==> src/rtl/core/fmrt_pkg.sv <==
`default_nettype none

package fmrt_pkg;

	typedef enum logic [1:0] {
		OP_LOOKUP = 2'd0,
		OP_ADD    = 2'd1,
		OP_DELETE = 2'd2
	} op_t;

	typedef enum logic [1:0] {
		ST_OK     = 2'd0,
		ST_FULL   = 2'd1,
		ST_BADIDX = 2'd2
	} status_t;

	typedef struct packed {
		logic [31:0] src_base;
		logic [31:0] src_care;
		logic [31:0] dst_base;
		logic [31:0] dst_care;
	} rule_t;

	// search key travelling down the row together with the first-hit flag
	typedef struct packed {
		logic [31:0] src_ip;
		logic [31:0] dst_ip;
		logic        hit;
	} wave_t;

	typedef struct packed {
		logic  add_en;
		logic  del_en;
		rule_t new_rule;
	} cell_ctrl_t;

endpackage

`default_nettype wire

==> src/rtl/core/fmrt_cell.sv <==
`default_nettype none

module fmrt_cell #(
	parameter int IDX  = 0,
	parameter int CW   = 5,
	parameter int IW   = 4,
	parameter int CMPW = 5
) (
	input  wire logic               clk,
	input  wire fmrt_pkg::cell_ctrl_t ctrl,
	input  wire logic [CW-1:0]      count,
	input  wire logic [CMPW-1:0]    del_idx,
	input  wire fmrt_pkg::rule_t    next_rule,
	output fmrt_pkg::rule_t         rule,
	input  wire fmrt_pkg::wave_t    wave_in,
	input  wire logic [IW-1:0]      idx_in,
	output fmrt_pkg::wave_t         wave_out,
	output logic [IW-1:0]           idx_out
);

	fmrt_pkg::rule_t rule_q;
	fmrt_pkg::wave_t wave_q;
	logic [IW-1:0]   idx_q;
	logic            active;
	logic            match;
	logic            ld_add;
	logic            ld_shift;

	assign active = CW'(IDX) < count;
	assign match  = active
		&& (((wave_in.src_ip ^ rule_q.src_base) & rule_q.src_care) == 32'd0)
		&& (((wave_in.dst_ip ^ rule_q.dst_base) & rule_q.dst_care) == 32'd0);

	assign ld_add   = ctrl.add_en && (count == CW'(IDX));
	assign ld_shift = ctrl.del_en && (CMPW'(IDX) >= del_idx) && (CW'(IDX + 1) < count);

	always_ff @(posedge clk) begin
		if (ld_add) begin
			rule_q <= ctrl.new_rule;
		end else if (ld_shift) begin
			rule_q <= next_rule;
		end
	end

	always_ff @(posedge clk) begin
		wave_q.src_ip <= wave_in.src_ip;
		wave_q.dst_ip <= wave_in.dst_ip;
		wave_q.hit    <= wave_in.hit | match;
		idx_q         <= wave_in.hit ? idx_in : IW'(IDX);
	end

	assign rule     = rule_q;
	assign wave_out = wave_q;
	assign idx_out  = idx_q;

endmodule

`default_nettype wire

==> src/rtl/core/first_match_route_table.sv <==
// channel  dir  tdata (low bit up)                                   tuser
// s_axis   in   src_ip 32, src_care 32, dst_ip 32, dst_care 32,      op 2
//               entry_index 4, 4 zero bits
// m_axis   out  hit 1, route_index 4, status 2, entry_count 5,
//               4 zero bits
//
// add, delete and the unused op go from the input registers to the output register
// a lookup finishes once the key has walked the row of rule cells one cell per
// cycle, and the first hit rides along with it
// one item at a time; the next beat is taken while a result still waits in the
// output register
// reset clears the rule count and the control state; the rule cells are not cleared
`default_nettype none

module first_match_route_table #(
	parameter int TABLE_DEPTH = 16
) (
	input  wire logic         clk,
	input  wire logic         arst_n,
	input  wire logic         s_axis_tvalid,
	output logic              s_axis_tready,
	input  wire logic [135:0] s_axis_tdata,   // src_ip, src_care, dst_ip, dst_care, entry_index
	input  wire logic [1:0]   s_axis_tuser,   // op
	output logic              m_axis_tvalid,
	input  wire logic         m_axis_tready,
	output logic [15:0]       m_axis_tdata    // hit, route_index, status, entry_count
);

	localparam int CW   = $clog2(TABLE_DEPTH + 1);
	localparam int IW   = (TABLE_DEPTH > 1) ? $clog2(TABLE_DEPTH) : 1;
	localparam int CMPW = (CW > 4) ? CW : 4;

	typedef enum logic {
		S_IDLE,
		S_EXEC
	} state_t;

	state_t              state_q;
	fmrt_pkg::op_t       op_q;
	logic [31:0]         src_q;
	logic [31:0]         smask_q;
	logic [31:0]         dst_q;
	logic [31:0]         dmask_q;
	logic [3:0]          idx_q;
	logic [CW-1:0]       walk_q;
	logic [CW-1:0]       count_q;

	logic                out_valid_q;
	logic                out_hit_q;
	logic [3:0]          out_route_q;
	fmrt_pkg::status_t   out_status_q;
	logic [4:0]          out_count_q;

	fmrt_pkg::cell_ctrl_t ctrl;
	fmrt_pkg::rule_t     rule_c [TABLE_DEPTH];
	fmrt_pkg::wave_t     wave_c [TABLE_DEPTH + 1];
	logic [IW-1:0]       idx_c  [TABLE_DEPTH + 1];

	logic                accept;
	logic                out_free;
	logic                finish;
	logic                full;
	logic                bad_idx;
	logic                lk_hit;
	logic [3:0]          lk_route;

	assign s_axis_tready = (state_q == S_IDLE);
	assign accept        = s_axis_tvalid && s_axis_tready;
	assign out_free      = !out_valid_q || m_axis_tready;

	assign full    = (count_q == CW'(TABLE_DEPTH));
	assign bad_idx = CMPW'(idx_q) >= CMPW'(count_q);

	assign finish = (state_q == S_EXEC) && out_free
		&& ((op_q != fmrt_pkg::OP_LOOKUP) || (walk_q == CW'(TABLE_DEPTH)));

	assign ctrl.add_en   = finish && (op_q == fmrt_pkg::OP_ADD) && !full;
	assign ctrl.del_en   = finish && (op_q == fmrt_pkg::OP_DELETE) && !bad_idx;
	assign ctrl.new_rule = '{src_base: src_q, src_care: smask_q,
		dst_base: dst_q, dst_care: dmask_q};

	assign wave_c[0] = '{src_ip: src_q, dst_ip: dst_q, hit: 1'b0};
	assign idx_c[0]  = '0;

	for (genvar i = 0; i < TABLE_DEPTH; i++) begin : g_cell
		fmrt_pkg::rule_t nb_rule;
		if (i < TABLE_DEPTH - 1) begin : g_mid
			assign nb_rule = rule_c[i + 1];
		end else begin : g_end
			assign nb_rule = rule_c[i];
		end
		fmrt_cell #(
			.IDX  (i),
			.CW   (CW),
			.IW   (IW),
			.CMPW (CMPW)
		) u_cell (
			.clk       (clk),
			.ctrl      (ctrl),
			.count     (count_q),
			.del_idx   (CMPW'(idx_q)),
			.next_rule (nb_rule),
			.rule      (rule_c[i]),
			.wave_in   (wave_c[i]),
			.idx_in    (idx_c[i]),
			.wave_out  (wave_c[i + 1]),
			.idx_out   (idx_c[i + 1])
		);
	end

	assign lk_hit   = wave_c[TABLE_DEPTH].hit;
	assign lk_route = lk_hit ? 4'(idx_c[TABLE_DEPTH]) : 4'd0;

	always_ff @(posedge clk) begin
		if (accept) begin
			op_q    <= fmrt_pkg::op_t'(s_axis_tuser);
			src_q   <= s_axis_tdata[31:0];
			smask_q <= s_axis_tdata[63:32];
			dst_q   <= s_axis_tdata[95:64];
			dmask_q <= s_axis_tdata[127:96];
			idx_q   <= s_axis_tdata[131:128];
		end
	end

	always_ff @(posedge clk) begin
		if (finish) begin
			out_hit_q    <= 1'b0;
			out_route_q  <= 4'd0;
			out_status_q <= fmrt_pkg::ST_OK;
			out_count_q  <= 5'(count_q);
			unique case (op_q)
				fmrt_pkg::OP_LOOKUP: begin
					out_hit_q   <= lk_hit;
					out_route_q <= lk_route;
				end
				fmrt_pkg::OP_ADD: begin
					if (full) begin
						out_status_q <= fmrt_pkg::ST_FULL;
					end else begin
						out_count_q <= 5'(count_q + CW'(1));
					end
				end
				fmrt_pkg::OP_DELETE: begin
					if (bad_idx) begin
						out_status_q <= fmrt_pkg::ST_BADIDX;
					end else begin
						out_count_q <= 5'(count_q - CW'(1));
					end
				end
				default: begin
				end
			endcase
		end
	end

	always_ff @(posedge clk or negedge arst_n) begin
		if (!arst_n) begin
			state_q     <= S_IDLE;
			walk_q      <= '0;
			count_q     <= '0;
			out_valid_q <= 1'b0;
		end else begin
			if (finish) begin
				out_valid_q <= 1'b1;
			end else if (m_axis_tready) begin
				out_valid_q <= 1'b0;
			end
			if (ctrl.add_en) begin
				count_q <= count_q + CW'(1);
			end else if (ctrl.del_en) begin
				count_q <= count_q - CW'(1);
			end
			unique case (state_q)
				S_IDLE: begin
					walk_q <= '0;
					if (accept) begin
						state_q <= S_EXEC;
					end
				end
				S_EXEC: begin
					if (finish) begin
						state_q <= S_IDLE;
					end else if (walk_q != CW'(TABLE_DEPTH)) begin
						walk_q <= walk_q + CW'(1);
					end
				end
				default: begin
					state_q <= S_IDLE;
				end
			endcase
		end
	end

	assign m_axis_tvalid = out_valid_q;
	assign m_axis_tdata  = {4'd0, out_count_q, out_status_q, out_route_q, out_hit_q};

endmodule

`default_nettype wire

==> config.mk <==
export PLATFORM = sky130hd
export DESIGN_NAME = first_match_route_table
export DESIGN_NICKNAME = d
export VERILOG_FILES = /design/src/rtl/core/fmrt_pkg.sv /design/src/rtl/core/fmrt_cell.sv /design/src/rtl/core/first_match_route_table.sv
export SDC_FILE = /design/constraint.sdc
export NUM_CORES = 2
export LEC_CHECK = 0
export ABC_AREA = 1
export BUFFER_PORTS_ARGS = -buffer_cell sky130_fd_sc_hd__buf_2
export CAP_MARGIN = 40
export CORE_MARGIN = 10
export CORE_UTILIZATION = 45
export DETAILED_ROUTE_END_ITERATION = 6
export HOLD_SLACK_MARGIN = 0.12
export PLACE_DENSITY = 0.72
export SYNTH_ARGS = -nofsm -noshare
export SYNTH_HDL_FRONTEND = slang
export SYNTH_SLANG_ARGS = --single-unit
export TNS_END_PERCENT = 100
==> constraint.sdc <==
create_clock -name clk -period 29.9 [get_ports clk]
set_input_delay 1.495 -clock clk [delete_from_list [all_inputs] [get_ports clk]]
set_output_delay 1.495 -clock clk [all_outputs]
set_load 0.05 [all_outputs]
==> impl_metrics.py <==
metrics = {
    "timing": {
        "timing_worst_slew_pin_value_ps": 976,
        "timing.final.hold_violations": 0,
        "period_share_pct": 17.0,
        "setup_viol_count_final": 0,
        "final.setup_skew_ps": 60.4,
        "grt_setup_unrepaired": "false",
        "worst_rel_slew_slack_pct": 34.9,
        "fmax_mhz": 197,
        "slew_violations": 0,
        "timing.final.ws_setup_ps": 24820,
        "fin_crit_ps": 5080,
        "final.setup.tns_ps": 0,
    },
    "clocking": {
        "cts_setup_buffers": 0,
        "total_cts_buffers": 334,
        "clockBufferDepth": 4,
        "root_buffer": "sky130_fd_sc_hd__clkbuf_16",
        "clock_tree.htree_level_count": 5,
        "worstSkewPairLatency_ps": 880,
        "post_cts.resized_instances": 0,
        "ctsHoldBuffers": 0,
        "clock_sink_count": 3231,
        "tritoncts": "yes",
        "clock_slew_at_the_register_clock_pins_of_the_worst_setup_and_hold_paths_ps": 70,
    },
    "floorplanning": {
        "die_h_um": 556,
        "num_io_pins": 160,
        "x_dimension_of_the_die_um": 556,
        "die_area_sq_um": 309000,
        "floorplan.core_area_sq_um": 285000,
        "std_cell_rows": 196,
        "initial_utilization_pct": 45.2,
    },
    "final_layout": {
        "mostFrequentLayoutCells": "sky130_fd_sc_hd__nand2_1, sky130_fd_sc_hd__edfxtp_1, sky130_fd_sc_hd__o21ai_0",
        "areaGrowthSynthToFinish_pct": 11.6,
        "fillCellCount": 24756,
        "mostFrequentLayoutCell": "sky130_fd_sc_hd__nand2_1",
        "final_util_pct": 50.5,
        "final_cell_area_sq_um": 144000,
        "final_layout_size_suffix_gt1_share_pct": 9.10,
        "nNetsFinal": 13154,
    },
    "route": {
        "dr.pass1.iters": 6,
        "ant_nets": 0,
        "initialDrtViolationCount": 9388,
        "drt_wl_total_um": 325000,
        "routed-via-count": 89476,
        "drc": 0,
        "routedWlPerCell_um": 19.1,
        "via_cell_ratio": 5.25,
    },
    "synth": {
        "synth_edf_count": 2194,
        "syn-mean-instance-area_sq_um": 9.96,
        "post_synth_inst_count": 12973,
        "synthFlopType": "sky130_fd_sc_hd__edfxtp_1",
        "synth_cell_type_count": 37,
        "synth-seq-area-share_pct": 67.1,
        "ys.warnings.count": 0,
        "synth-seq-cells": 3231,
        "syn_area_sq_um": 129000,
        "async_reset_ff_share_pct": 0.371,
    },
    "grt": {
        "globalRoute.totalOverflow": 0,
        "grt_antenna_before_repair": 15,
        "grt_first_pass_wirelength_um": 492000,
        "via_count_of_the_first_global_routing_pass": 83936,
        "grt_start_max_net_pins": 189,
        "grt_usage_pct": 20.3,
    },
    "place": {
        "post_dp_cell_area_sq_um": 133000,
        "detailedPlacementHpwl_um": 221000,
        "routabilityCongestion": 0.853,
        "io_buffer_count": 151,
        "placement.setup.worst_slack_ps": 24930,
    },
    "outcome": {
        "run_status": "finished, final reports clean",
    },
    "power": {
        "report.power.total_uw": 10500,
        "leakagePower_uw": 0.0608,
        "vdd_ir_drop_max_mv": 0.0458,
        "power.density_cell_area_nw_per_um2": 73.1,
    },
    "critical_path": {
        "crit_path_start_kind": "flop",
        "cp_data_required_time_ps": 30390,
        "critical_path_class": "flop to flop",
        "worst_ep_arrival_time_ps": 5570,
        "crit_path_end_kind": "flop",
        "crit_fanout": 117,
    },
    "flow_run": {
        "max-cap-violations": 0,
    },
    "min_path": {
        "hp-class": "flop to flop",
    },
}
==> cell type report <==
cell class                 count  area (sq um)  area share [%]
antenna                        4          10.0         0.00694
clock buffer                 483          9580            6.64
clock inverter               122          1170           0.813
inverter                    1257          4720            3.27
multi-input combinational   7927         35500            24.6
sequential                  3231         86700            60.1
tap                         3762          4710            3.26
timing repair buffer         247          1820            1.26
==> layer usage <==
metal | vias up | track usage (%) | wire, um
met5 | - | 0 | 57
met4 | 8 | 7.91 | 13700
met3 | 549 | 3.34 | 25500
met2 | 3222 | 32.5 | 147000
met1 | 42553 | 27.8 | 139000
li1 | 43144 | - | -
==> registers in the layout (all words and copies together) (netlist names) <==
name                    cells
state_q                     1
out_status_q                2
m_axis_tvalid               1
g_cell.u_cell.rule       2048
out_count_q                 5
smask_q                    32
op_q                        2
walk_q                      5
g_cell.u_cell.idx_out      49
dmask_q                    32
g_cell.u_cell.wave_out    976
dst_q                      32
src_q                      32
out_route_q                 4
count_q                     5
out_hit_q                   1
idx_q                       4
==> synthesized netlist by cell type, types with 7 or more instances <==
master                        n  share of area, %
sky130_fd_sc_hd__nand4_1    145              0.70
sky130_fd_sc_hd__a21oi_1     14             0.054
sky130_fd_sc_hd__ha_1        14              0.14
sky130_fd_sc_hd__clkbuf_1   337              0.98
sky130_fd_sc_hd__o21ai_0   1953               7.6
sky130_fd_sc_hd__buf_6        9             0.078
sky130_fd_sc_hd__edfxtp_1  2194                51
sky130_fd_sc_hd__nand3_1    971               3.8
sky130_fd_sc_hd__nor2_1     376               1.1
sky130_fd_sc_hd__dfxtp_1   1025                16
sky130_fd_sc_hd__dfrtp_1     12              0.23
sky130_fd_sc_hd__buf_1       13             0.038
sky130_fd_sc_hd__xor2_1       7             0.047
sky130_fd_sc_hd__inv_1     1253               3.6
sky130_fd_sc_hd__o21ai_1     60              0.23
sky130_fd_sc_hd__or2_2      441               2.1
sky130_fd_sc_hd__buf_4        7             0.041
sky130_fd_sc_hd__nand2_1   3909                11
sky130_fd_sc_hd__clkbuf_2    31              0.12
sky130_fd_sc_hd__buf_2      164              0.64
sky130_fd_sc_hd__o22ai_1     11             0.053
==> kinds of logic after synthesis <==
group	share of synthesized area [%]
simple gates	19.2
flops	67.1
compound gates	7.95
buf+inv	5.54
fa+ha+maj	0.136
xor+xnor	0.0610
other cells	0.00290
==> worst paths after layout <==
check | start | cells after the start | end | slack [ps]
max | count_q[0] | 8 | g_cell[1].u_cell.rule[57] | 24820
min | g_cell[2].u_cell.wave_out[7] | 0 | g_cell[3].u_cell.wave_out[7] | 330
max reg2reg | count_q[0] | 8 | g_cell[1].u_cell.rule[57] | 24820
min reg2reg | g_cell[2].u_cell.wave_out[7] | 0 | g_cell[3].u_cell.wave_out[7] | 330
max in group asynchronous | arst_n | 1 | count_q[4] | 29160
min in group asynchronous | arst_n | 1 | walk_q[1] | 530
==> critical path: stages, from the launching register on <==
cell,delay [ps]
sky130_fd_sc_hd__dfrtp_1,700
sky130_fd_sc_hd__clkinv_1,510
sky130_fd_sc_hd__ha_1,510
sky130_fd_sc_hd__nand3_1,140
sky130_fd_sc_hd__nand2_1,170
sky130_fd_sc_hd__nor2_4,580
sky130_fd_sc_hd__nand3_4,740
sky130_fd_sc_hd__o21ai_4,560
sky130_fd_sc_hd__buf_12,620
==> power breakdown <==
| part | switching (uW) | internal, uW | total, uW |
|---|---|---|---|
| sequential | 284 | 5180 | 5460 |
| combinational | 689 | 258 | 947 |
| clock | 1750 | 2390 | 4140 |
| total | 2720 | 7830 | 10500 |
==> per-stage QoR <==
stage                     cells  hold WS [ps]
after detailed placement  16424           351
after global routing      17031           352
after global placement    16415           347
after floorplan           12976           344
after CTS                 17029           337
final                     17033           333
Note: power is estimated with default switching activity, not from simulation.
